`config.mk`:
```
export PLATFORM = sky130hd
export DESIGN_NAME = ttcg_cursor
export DESIGN_NICKNAME = d
export VERILOG_FILES = /design/src/ttcg_pkg.sv /design/src/ttcg_cursor.sv
export SDC_FILE = /design/constraint.sdc
export NUM_CORES = 1
export LEC_CHECK = 0
export BUFFER_PORTS_ARGS = -buffer_cell sky130_fd_sc_hd__buf_2
export CORE_ASPECT_RATIO = 2
export CORE_UTILIZATION = 56
export CTS_CLUSTER_SIZE = 14
export DETAILED_ROUTE_END_ITERATION = 10
export PLACE_DENSITY = 0.78
export SLEW_MARGIN = 10
export SYNTH_ARGS = -nofsm -noshare
export SYNTH_HDL_FRONTEND = slang
export SYNTH_SLANG_ARGS = --single-unit
export TNS_END_PERCENT = 1
```
`constraint.sdc`:
```
create_clock -name clk -period 3.4 [get_ports clk]
set_input_delay 0.34 -clock clk [delete_from_list [all_inputs] [get_ports clk]]
set_output_delay 0.34 -clock clk [all_outputs]
set_load 0.1 [all_outputs]
```
`src/ttcg_pkg.sv`:
```
// ----------------------------------------------------------------------------
// ttcg_pkg
// Shared types and constants of the text tile character generator.
// ----------------------------------------------------------------------------
`default_nettype none

package ttcg_pkg;

  localparam int GRID_COLS  = 40;
  localparam int GRID_ROWS  = 30;
  localparam int TILE_DEPTH = GRID_COLS * GRID_ROWS;
  localparam int TILE_AW    = $clog2(TILE_DEPTH);
  localparam int GLYPH_H    = 8;
  localparam int CODE_W     = 8;
  localparam int LINE_W     = 3;
  localparam int FONT_DEPTH = (1 << CODE_W) * GLYPH_H;
  localparam int FONT_AW    = $clog2(FONT_DEPTH);
  localparam int COLOR_W    = 8;
  localparam int CUR_W      = 9;
  localparam int GRID_IW    = 7;
  localparam int CFG_IW     = 2;
  localparam int CFG_DW     = 8;
  localparam int IN_DW      = 56;
  localparam int IN_UW      = 2;
  localparam int OUT_DW     = 8;
  localparam int OUT_UW     = 1;

  localparam logic [CODE_W-1:0] NEWLINE_CODE = 8'd10;

  typedef enum logic [IN_UW-1:0] {
    OP_FONT   = 2'd0,
    OP_ORIGIN = 2'd1,
    OP_CHAR   = 2'd2,
    OP_PIXEL  = 2'd3
  } op_t;

  typedef enum logic [CFG_IW-1:0] {
    CFG_FORE  = 2'd0,
    CFG_BACK  = 2'd1,
    CFG_SEE   = 2'd2,
    CFG_SPARE = 2'd3
  } cfg_idx_t;

  typedef struct packed {
    logic               we;
    logic [TILE_AW-1:0] addr;
    logic [CODE_W-1:0]  data;
  } tile_wr_t;

  typedef struct packed {
    logic               re;
    logic [TILE_AW-1:0] addr;
  } tile_rd_t;

  typedef struct packed {
    logic               re;
    logic [FONT_AW-1:0] addr;
  } font_rd_t;

endpackage

`default_nettype wire

```
`src/ttcg_cursor.sv`:
```
// ----------------------------------------------------------------------------
// ttcg_cursor
// Text cursor: origin and cursor registers, newline and stop handling, and
// the tile map write for each character that lands in the grid while not stopped.
// ----------------------------------------------------------------------------
`default_nettype none

module ttcg_cursor
  import ttcg_pkg::*;
(
  input  wire logic              clk,
  input  wire logic              rst_n,
  input  wire logic              fire,
  input  wire op_t               opcode,
  input  wire logic [CODE_W-1:0] char_code,
  input  wire logic signed [7:0] text_col,
  input  wire logic signed [7:0] text_row,
  output tile_wr_t               tile_wr
);

  logic signed [CUR_W-1:0] col_r, col_nxt;
  logic signed [CUR_W-1:0] row_r, row_nxt;
  logic signed [CUR_W-1:0] org_r, org_nxt;
  logic                    stop_r, stop_nxt;
  logic                    in_grid;
  logic                    char_fire;
  logic signed [CUR_W-1:0] row_inc;

  assign in_grid = (col_r >= 0) && (col_r < $signed(CUR_W'(GRID_COLS))) &&
                   (row_r >= 0) && (row_r < $signed(CUR_W'(GRID_ROWS)));
  assign char_fire = fire && (opcode == OP_CHAR) && !stop_r;
  assign row_inc   = row_r + CUR_W'(1);

  always_comb begin
    col_nxt  = col_r;
    row_nxt  = row_r;
    org_nxt  = org_r;
    stop_nxt = stop_r;
    tile_wr.we   = 1'b0;
    tile_wr.addr = TILE_AW'(TILE_AW'(row_r[GRID_IW-1:0]) * TILE_AW'(GRID_COLS) +
                            TILE_AW'(col_r[GRID_IW-1:0]));
    tile_wr.data = char_code;
    if (fire && (opcode == OP_ORIGIN)) begin
      org_nxt  = CUR_W'(text_col);
      col_nxt  = CUR_W'(text_col);
      row_nxt  = CUR_W'(text_row);
      stop_nxt = 1'b0;
    end else if (char_fire) begin
      priority if (char_code == '0) begin
        stop_nxt = 1'b1;
      end else if (char_code == NEWLINE_CODE) begin
        col_nxt = org_r;
        row_nxt = row_inc;
        if (row_inc >= $signed(CUR_W'(GRID_ROWS))) begin
          stop_nxt = 1'b1;
        end
      end else if (in_grid) begin
        tile_wr.we = 1'b1;
        col_nxt    = col_r + CUR_W'(1);
      end
    end
  end

  always_ff @(posedge clk) begin
    if (!rst_n) begin
      col_r  <= '0;
      row_r  <= '0;
      org_r  <= '0;
      stop_r <= 1'b1;
    end else begin
      col_r  <= col_nxt;
      row_r  <= row_nxt;
      org_r  <= org_nxt;
      stop_r <= stop_nxt;
    end
  end

endmodule

`default_nettype wire

```
==> flow_summary_export.csv <==
group,metric,value,unit
logic_synthesis,yosys.cell_types.count,49,
layout,nNetsFinal,350,
floorplan,start_util,59.4,%
power,power.density,355,nW/um2
global_route,grt_pass1_wl,8.65,mm
worst_setup_path,r2r-start,"row_r[2]",
global_route,track_usage,27.4,%
cts,cts_buffers,3,
sta,drv_slew,0,
logic_synthesis,synth-compound-area-share,23.3,%
sta,finalSetupViolations,0,
worst_setup_path,path_common_cell,"ha_1",
logic_synthesis,synth_cells,269,
cts,htreeDepth,1,
floorplan,fp.coreArea,3650,um2
cts,clockBufferDepth,2,
worst_setup_path,rrSetupSlack,1.35,ns
routing,drt-initial-drc-count,70,
floorplan,die_h,90.0,um
power,peakVddDrop,0.347,mV
cts,clkSinkCount,27,
worst_setup_path,worstSetupPathType,"reg2out",
routing,vias,2077,
logic_synthesis,synth-edff-count,0,
sta,rsz0062_at_grt,"false",
cts,cts-root-buf,"clkbuf_8",
logic_synthesis,ys.flop_type,"dfxtp_1",
worst_setup_path,crit_family,"adder cells",
worst_setup_path,worstSetupStartpointType,"flop",
logic_synthesis,synth_top_cell_area_share,25.0,%
routing,drt.antenna.violating_nets,0,
logic_synthesis,synthTopCellsByArea,"dfxtp_1, ha_1, xnor2_1",
sta,min_period_over_period,93.9,%
worst_setup_path,crit_required,3.06,ns
layout,diodes,0,
worst_setup_path,crit_slowest_cell,"dfxtp_1",
placed_design,dpl.hpwl,4.27,mm
sta,maxSlewHeadroom,56.5,%
layout,layout_commonest_cell,"buf_2",
floorplan,row_count,31,
worst_hold_path,hold_path_class,"in2reg",
global_route,grt-ovfl-total,0,
cts,clock_latency,0.27,ns
worst_setup_path,critPathBufInv,1,
routing,drt_pass1_iterations,5,
logic_synthesis,synth_xor_area_share,10.5,%
worst_setup_path,reg2reg_depth,5,
sta,worst_slew_pin_slew,0.652,ns
worst_setup_path,crit_chain,"ha_1 -> ha_1 -> fa_1 -> xor2_1 -> nand2_1 -> nor3_1 -> xnor2_2 -> clkbuf_4",
global_route,antenna_found_initial,0,
logic_synthesis,synth.cell_area,2170,um2
cts,cts_tree,"yes",
worst_hold_path,holdPathStages,3,
layout,area_delta_synth_final,12.0,%
worst_setup_path,slowest_delay,0.47,ns
placed_design,port_buffers,48,
worst_setup_path,endpoint_kind,"output port",
floorplan,dieArea,4140,um2
routing,drc,0,
layout,drive_gt1_share,21.3,%
logic_synthesis,seq_area_frac_synth,25.0,%
logic_synthesis,ys_ff_latch,27,
sta,final-hold-violation-count,0,
layout,utilization,66.5,%
global_route,grt_pass1_vias,1954,
floorplan,pin_count,49,
sta,hold_ws,0.311,ns
logic_synthesis,async_flop_share,0,%
sta,clock_skew,0.00159,ns
logic_synthesis,synthAdderAreaFrac,11.7,%
logic_synthesis,synth_area_per_cell,8.05,um2
worst_hold_path,min_from,"text_col[1]",
flow_run,maxCapViolations,0,
global_route,grt_start_max_net_pins,32,
placed_design,place_area,2380,um2
layout,final_cell_area,2420,um2
cts,clk_pin_slew,0.09,ns
worst_setup_path,r2r-end,"col_r[4]",
routing,wl,5.38,mm
power,fin_total_pwr,0.860,mW
logic_synthesis,yosys.area_share.simple,21.0,%
routing,wl_per_cell,15.4,um
logic_synthesis,synth.largest_area_cell,"dfxtp_1",
floorplan,die_w,46.0,um
logic_synthesis,ys_warn_count,0,
sta,period_minus_slack,3.19,ns
placed_design,place_congestion,0.981,
sta,clock.fmax,0.313,GHz
layout,most-common-layout-cells,"buf_2, nand2_1, dfxtp_1",
worst_setup_path,crit_arrival,2.85,ns
worst_hold_path,whs_endpoint,"org_r[1]",
routing,via_per_inst,5.93,
cts,post_cts_buffers,0,
logic_synthesis,syn-num-nets,317,
worst_setup_path,crit_fanout,7,
logic_synthesis,synth_top_family_by_area,"compound AO/OA/AOI/OAI gates",
power,p_leak,1.10,nW
outcome,outcome,"completed",
sta,fin_setup_tns,0,ns
logic_synthesis,synth_mux_area_share,0,%
flip-flops by register name, indices dropped and copies added, names as in the netlist:
register  flops
col_r         9
org_r         8
row_r         9
stop_r        1
power breakdown:
group          total (mW)  internal, mW  switching, mW
registers           0.359         0.335         0.0246
logic               0.318        0.0825          0.235
clock network       0.183        0.0839         0.0988
total               0.860         0.501          0.359
synth_stat cells, types with 2 or more instances:
library cell / instances
nand2_1: 30
dfxtp_1: 27
a21oi_1: 22
ha_1: 17
xnor2_1: 14
clkbuf_1: 12
nand3_1: 12
nor3_1: 12
o21ai_0: 12
xor2_1: 12
buf_4: 11
inv_1: 11
nor2_1: 11
a21o_1: 5
a311oi_1: 5
nand4_1: 5
o211ai_1: 4
a2bb2oi_1: 3
and3_1: 3
o211a_1: 3
a211o_1: 2
a211oi_1: 2
and4_1: 2
buf_2: 2
fa_1: 2
nor2b_1: 2
nor4_1: 2
o221ai_1: 2
or3_1: 2
final cells by class:
| cell class | count | area [um2] |
|---|---|---|
| Clock buffer | 4 | 45.0 |
| Tap cell | 49 | 61.3 |
| Fill cell | 372 | 1220 |
| Multi-Input combinational cell | 205 | 1450 |
| Timing Repair Buffer | 54 | 288 |
| Sequential cell | 27 | 541 |
| Inverter | 11 | 41.3 |
tightest hold or removal path: stages:
cell	delay (ns)
buf_2	0.10
nand2_1	0.05
a21oi_1	0.05
per-stage QoR:
stage / instances / worst slack [ns]
after floorplan: 269 / -0.0890
after global placement: 346 / 0.473
after detailed placement: 346 / 0.379
after CTS: 350 / 0.0775
after global routing: 350 / 0.0877
final: 350 / 0.208
worst max-delay path by stage:
| stage | from | end | slack, ns | cells past startpoint |
|---|---|---|---|---|
| final | row_r[1] | tile_wr[18] | 0.21 | 8 |
| after global routing | row_r[1] | tile_wr[18] | 0.09 | 8 |
| after CTS | row_r[1] | tile_wr[18] | 0.08 | 8 |
| after detailed placement | row_r[1] | tile_wr[18] | 0.38 | 8 |
| after global placement | row_r[1] | tile_wr[18] | 0.47 | 8 |
| after floorplan | row_r[1] | tile_wr[17] | -0.09 | 7 |
kinds of logic after synthesis:
kind of cell	Yosys count
xor+xnor	26
compound gates	71
buf+inv	37
fa+ha+maj	19
flops	27
simple gates	89
per-layer routing:
metal	global-route usage, %	up-vias	wire (um)
li1	-	1032	-
met1	27.9	970	1880
met2	50.0	59	3140
met3	2.41	16	144
met4	14.2	0	216
met5	0	-	0
what timing repair did:
| action | CTS | global route |
|---|---|---|
| hold buffers | 0 | 0 |
| gates resized for setup | 0 | 1 |
| endpoints found under the setup margin | 0 | 1 |
No activity file was read; power rests on OpenSTA's default activity.
