`src/ttcg_pkg.sv`:
```
// ----------------------------------------------------------------------------
// ttcg_pkg
// Shared types and constants of the text tile character generator.
// ----------------------------------------------------------------------------
`default_nettype none

package ttcg_pkg;

  localparam int GRID_COLS  = 40;
  localparam int GRID_ROWS  = 30;
  localparam int TILE_DEPTH = GRID_COLS * GRID_ROWS;
  localparam int TILE_AW    = $clog2(TILE_DEPTH);
  localparam int GLYPH_H    = 8;
  localparam int CODE_W     = 8;
  localparam int LINE_W     = 3;
  localparam int FONT_DEPTH = (1 << CODE_W) * GLYPH_H;
  localparam int FONT_AW    = $clog2(FONT_DEPTH);
  localparam int COLOR_W    = 8;
  localparam int CUR_W      = 9;
  localparam int GRID_IW    = 7;
  localparam int CFG_IW     = 2;
  localparam int CFG_DW     = 8;
  localparam int IN_DW      = 56;
  localparam int IN_UW      = 2;
  localparam int OUT_DW     = 8;
  localparam int OUT_UW     = 1;

  localparam logic [CODE_W-1:0] NEWLINE_CODE = 8'd10;

  typedef enum logic [IN_UW-1:0] {
    OP_FONT   = 2'd0,
    OP_ORIGIN = 2'd1,
    OP_CHAR   = 2'd2,
    OP_PIXEL  = 2'd3
  } op_t;

  typedef enum logic [CFG_IW-1:0] {
    CFG_FORE  = 2'd0,
    CFG_BACK  = 2'd1,
    CFG_SEE   = 2'd2,
    CFG_SPARE = 2'd3
  } cfg_idx_t;

  typedef struct packed {
    logic               we;
    logic [TILE_AW-1:0] addr;
    logic [CODE_W-1:0]  data;
  } tile_wr_t;

  typedef struct packed {
    logic               re;
    logic [TILE_AW-1:0] addr;
  } tile_rd_t;

  typedef struct packed {
    logic               re;
    logic [FONT_AW-1:0] addr;
  } font_rd_t;

endpackage

`default_nettype wire

```
`src/ttcg_render.sv`:
```
// ----------------------------------------------------------------------------
// ttcg_render
// Pixel pipeline: tile map read, font read, bit select into the output
// register, with per-stage stall so bubbles collapse under backpressure.
// ----------------------------------------------------------------------------
`default_nettype none

module ttcg_render
  import ttcg_pkg::*;
(
  input  wire logic               clk,
  input  wire logic               rst_n,
  input  wire logic               fire,
  input  wire logic [8:0]         pixel_x,
  input  wire logic [7:0]         pixel_y,
  input  wire logic [CODE_W-1:0]  tile_rdata,
  input  wire logic [7:0]         font_rdata,
  input  wire logic [COLOR_W-1:0] fore_color,
  input  wire logic [COLOR_W-1:0] back_color,
  input  wire logic               see_through,
  input  wire logic               out_tready,
  output logic                    take,
  output tile_rd_t                tile_rd,
  output font_rd_t                font_rd,
  output logic                    out_tvalid,
  output logic [OUT_DW-1:0]       out_tdata,
  output logic [OUT_UW-1:0]       out_tuser
);

  logic               en_out, en_c, en_b;
  logic [5:0]         tx;
  logic [4:0]         ty;
  logic               off_grid;
  logic               b_v_r, b_off_r;
  logic [LINE_W-1:0]  b_line_r, b_bit_r;
  logic               c_v_r, c_blank_r;
  logic [LINE_W-1:0]  c_bit_r;
  logic               o_v_r;
  logic [COLOR_W-1:0] o_color_r, o_color_nxt;
  logic               o_drawn_r, o_drawn_nxt;
  logic               pix_set;

  assign en_out = !o_v_r || out_tready;
  assign en_c   = !c_v_r || en_out;
  assign en_b   = !b_v_r || en_c;
  assign take   = en_b;

  assign tx       = pixel_x[8:3];
  assign ty       = pixel_y[7:3];
  assign off_grid = (7'(tx) >= 7'(GRID_COLS)) || (7'(ty) >= 7'(GRID_ROWS));

  assign tile_rd.re   = en_b;
  assign tile_rd.addr = TILE_AW'(TILE_AW'(ty) * TILE_AW'(GRID_COLS) + TILE_AW'(tx));

  assign font_rd.re   = en_c;
  assign font_rd.addr = {tile_rdata, b_line_r};

  assign pix_set = font_rdata[LINE_W'(7) - c_bit_r];

  always_comb begin
    o_color_nxt = '0;
    o_drawn_nxt = 1'b0;
    if (!c_blank_r) begin
      if (pix_set) begin
        o_color_nxt = fore_color;
        o_drawn_nxt = 1'b1;
      end else if (!see_through) begin
        o_color_nxt = back_color;
        o_drawn_nxt = 1'b1;
      end
    end
  end

  always_ff @(posedge clk) begin
    if (!rst_n) begin
      b_v_r <= 1'b0;
      c_v_r <= 1'b0;
      o_v_r <= 1'b0;
    end else begin
      if (en_b) begin
        b_v_r <= fire;
      end
      if (en_c) begin
        c_v_r <= b_v_r;
      end
      if (en_out) begin
        o_v_r <= c_v_r;
      end
    end
  end

  always_ff @(posedge clk) begin
    if (en_b) begin
      b_off_r  <= off_grid;
      b_line_r <= pixel_y[LINE_W-1:0];
      b_bit_r  <= pixel_x[LINE_W-1:0];
    end
    if (en_c) begin
      c_blank_r <= b_off_r || (tile_rdata == '0);
      c_bit_r   <= b_bit_r;
    end
    if (en_out) begin
      o_color_r <= o_color_nxt;
      o_drawn_r <= o_drawn_nxt;
    end
  end

  assign out_tvalid = o_v_r;
  assign out_tdata  = o_color_r;
  assign out_tuser  = o_drawn_r;

endmodule

`default_nettype wire
```
`config.mk`:
```
export PLATFORM = sky130hd
export DESIGN_NAME = ttcg_render
export DESIGN_NICKNAME = d
export VERILOG_FILES = /design/src/ttcg_pkg.sv /design/src/ttcg_render.sv
export SDC_FILE = /design/constraint.sdc
export NUM_CORES = 1
export LEC_CHECK = 0
export BUFFER_PORTS_ARGS = -buffer_cell sky130_fd_sc_hd__buf_4
export CELL_PAD_IN_SITES_DETAIL_PLACEMENT = 1
export CELL_PAD_IN_SITES_GLOBAL_PLACEMENT = 1
export CORE_MARGIN = 1.5
export CORE_UTILIZATION = 34
export CTS_BUF_LIST = sky130_fd_sc_hd__clkbuf_2
export CTS_CLUSTER_DIAMETER = 200
export DETAILED_ROUTE_END_ITERATION = 12
export GPL_ROUTABILITY_DRIVEN = 0
export PLACE_DENSITY_LB_ADDON = 0.1
export SYNTH_ARGS = -nofsm -noshare
export SYNTH_HDL_FRONTEND = slang
export SYNTH_SLANG_ARGS = --single-unit
```
`constraint.sdc`:
```
create_clock -name clk -period 5.4 [get_ports clk]
set_clock_uncertainty 0.1 [all_clocks]
set_input_delay 1.08 -clock clk [delete_from_list [all_inputs] [get_ports clk]]
set_output_delay 1.08 -clock clk [all_outputs]
set_load 0.05 [all_outputs]
```
==> results.yml <==
clock_network:
  cts_tree: "built"
  cts_sinks: 23
  h-tree-depth: 1
  clock_latency_ps: 330
  numCtsBuffers: 3
  ctsResizeCount: 0
  path_clk_slew_ps: 230
  clock_path_buffers: 2
  cts_setup_buffers: 0
  root_buffer: "clkbuf_2"
  ctsHoldBuffers: 0
drt:
  wl_mm: 3.229
  antenna_left: 0
  via_per_inst: 4.701
  drtPass1Iterations: 3
  drc: 0
  drt_iter0_markers: 24
  post_drt_wl_per_cell_um: 13.80
  vias: 1100
timing:
  finalCriticalPeriod_ps: 4121
  period_share: 0.7631
  fmax_mhz: 242.7
  fin_hold_ws_ps: 354.5
  drv_slew: 0
  grt_setup_unrepaired: "no"
  tightestPinTransition_ps: 592.9
  hold_viol: 0
  max_slew_margin: 0.6033
  fin_setup_tns_ps: 0
  setup_viol: 0
  fin_ws_ps: 1279
pwr:
  netSwitchingFraction: 0.3954
  ir_drop_mv: 0.1449
  clock_power_share: 0.136
  power_density_nw_per_um2: 259.3
  p_leak_nw: 0.9283
  p_switching_mw: 0.2015
  pwr-share-comb: 0.442
  cell_internal_pwr_mw: 0.3082
  seqPwrFrac: 0.422
global_routing:
  overflow: 0
  grtUsageTotal: 0.1472
  antenna_found_initial: 0
  grt_max_degree: 18
  grt_first_pass_wirelength_mm: 5.043
  grt_pass1_vias: 1175
floorplanning:
  die_h_um: 66.91
  die_area_um2: 4477
  rows: 23
  coreArea_um2: 3971
  die_x_um: 66.91
  start_util: 0.3497
  pin_count: 89
setup_path:
  crit_chain: "buf_4, ha_1, ha_1, fa_1, xor2_1, nand3_1, xnor2_1, buf_4"
  cp-start-kind: "input port"
  crit_required_ps: 4220
  endpoint_kind: "output pin"
  crit_fanout: 4
  worst-path-buf-inv: 2
  reg2reg_slack_ps: 3390
  path_class: "input port to output pin"
  worstPathArrival_ps: 2940
  cpLargestDelayFamily: "adder cells"
  slowest_delay_ps: 400
  cpMaxStageDelayCell: "fa_1"
placement:
  post-place-ws_ps: 1281
  placed_area_um2: 1943
  io_buffers: 82
  hpwl_mm: 2.683
  dp.cells: 230
final_layout:
  layout_commonest_cell: "buf_4"
  n_fill_cell: 459
  design_area_um2: 1966
  layout_common_cells: "buf_4, edfxtp_1, nand3_1, ha_1"
  drive_gt1_frac: 0.5272
  area_growth_pct: 41.53
  nets: 250
  fin_cells: 234
  antenna_cells: 0
yosys:
  synth_seq_cells: 23
  syn_nets: 179
  synthCells: 114
  yosysSeqAreaShare: 0.4757
  syn_avg_cell_area_um2: 12.18
  ys_warn_count: 0
  synth_top_area_cell: "edfxtp_1"
  syn_area_um2: 1389
  synth.distinct_cells: 28
  yosys-top-cells-area: "edfxtp_1, ha_1, buf_4"
  synth_top_area_share: 0.4324
worst_hold_path:
  hp-class: "register to register"
flow_run:
  cap_violations: 0
run_status:
  status: "finished, final reports clean"
[cell usage after synthesis (all sizes together)]
| library cell | number |
|---|---|
| clkbuf | 1 |
| a21boi | 1 |
| nand2b | 8 |
| fa | 2 |
| nor2 | 2 |
| nand4 | 1 |
| dfxtp | 3 |
| ha | 9 |
| xnor2 | 3 |
| a21oi | 5 |
| o21a | 1 |
| inv | 2 |
| a21o | 4 |
| o21ai | 9 |
| nand3 | 10 |
| nor2b | 3 |
| a32o | 1 |
| buf | 15 |
| nand2 | 3 |
| mux2i | 4 |
| nor4 | 2 |
| edfxtp | 20 |
| mux4 | 1 |
| xor2 | 4 |
[per-stage QoR]
| step | power, mW | utilization |
|---|---|---|
| floorplan | 0.3784 | - |
| global placement | 0.4400 | 0.4893 |
| detailed placement | 0.4460 | 0.4893 |
| CTS | 0.5143 | 0.4950 |
| global route | 0.5328 | 0.4950 |
| finish | 0.5097 | 0.4950 |
[cell type report]
cell class / count / area (um2) / area share
clock buffers: 3 / 15.01 / 0.007638
clock inverters: 1 / 7.507 / 0.003819
inverters: 2 / 7.507 / 0.003819
multi-input cells: 73 / 596.8 / 0.3036
flip-flops and latches: 23 / 660.6 / 0.3361
well taps: 50 / 62.56 / 0.03183
repair buffers: 82 / 615.6 / 0.3132
[flip-flops by register name, indices dropped and copies added, names as in the netlist]
name	cells
out_tdata	8
b_bit_r	3
b_line_r	3
c_bit_r	3
b_off_r	1
b_v_r	1
c_blank_r	1
c_v_r	1
out_tuser	1
out_tvalid	1
[cells by family (layout without fill, tap and decap cells)]
| logic type | after synthesis | count (layout) | share of synthesized area |
|---|---|---|---|
| and+or+nand+nor | 29 | 29 | 0.1162 |
| adders and majority gates | 11 | 11 | 0.1099 |
| buffers and inverters | 18 | 88 | 0.09459 |
| AOI/OAI and AO/OA | 21 | 21 | 0.1144 |
| muxes | 5 | 5 | 0.04505 |
| DFF | 23 | 23 | 0.4757 |
| xor gates and xnor gates | 7 | 7 | 0.04415 |
[final timing paths]
check,startpoint,endpoint,depth (start not counted)
worst max register to register,c_bit_r[0],out_tdata[1],4
worst min register to register,b_bit_r[1],c_bit_r[1],0
worst min-delay path,b_bit_r[1],c_bit_r[1],0
worst max-delay path,pixel_y[4],tile_rd[9],8
[per-layer routing]
layer | routed length, um | track usage | up-vias | part of all wire
li1 | - | - | 544 | -
met1 | 1227 | 0.1665 | 499 | 0.38
met2 | 1680 | 0.2775 | 55 | 0.52
met3 | 293 | 0.03041 | 2 | 0.091
met4 | 27 | 0.03827 | 0 | 0.0084
met5 | 0 | 0 | - | 0
[power by group through the flow]
| stage | sequential (mW) | clock [mW] | combinational (mW) |
|---|---|---|---|
| 2_1_floorplan | 0.251 | 0 | 0.127 |
| 3_3_place_gp | 0.218 | 0 | 0.222 |
| 3_5_place_dp | 0.219 | 0 | 0.227 |
| 4_1_cts | 0.215 | 0.0712 | 0.228 |
| 5_1_grt | 0.217 | 0.0767 | 0.239 |
| 6_report | 0.215 | 0.0696 | 0.225 |
(Power assumes the default switching activity.)
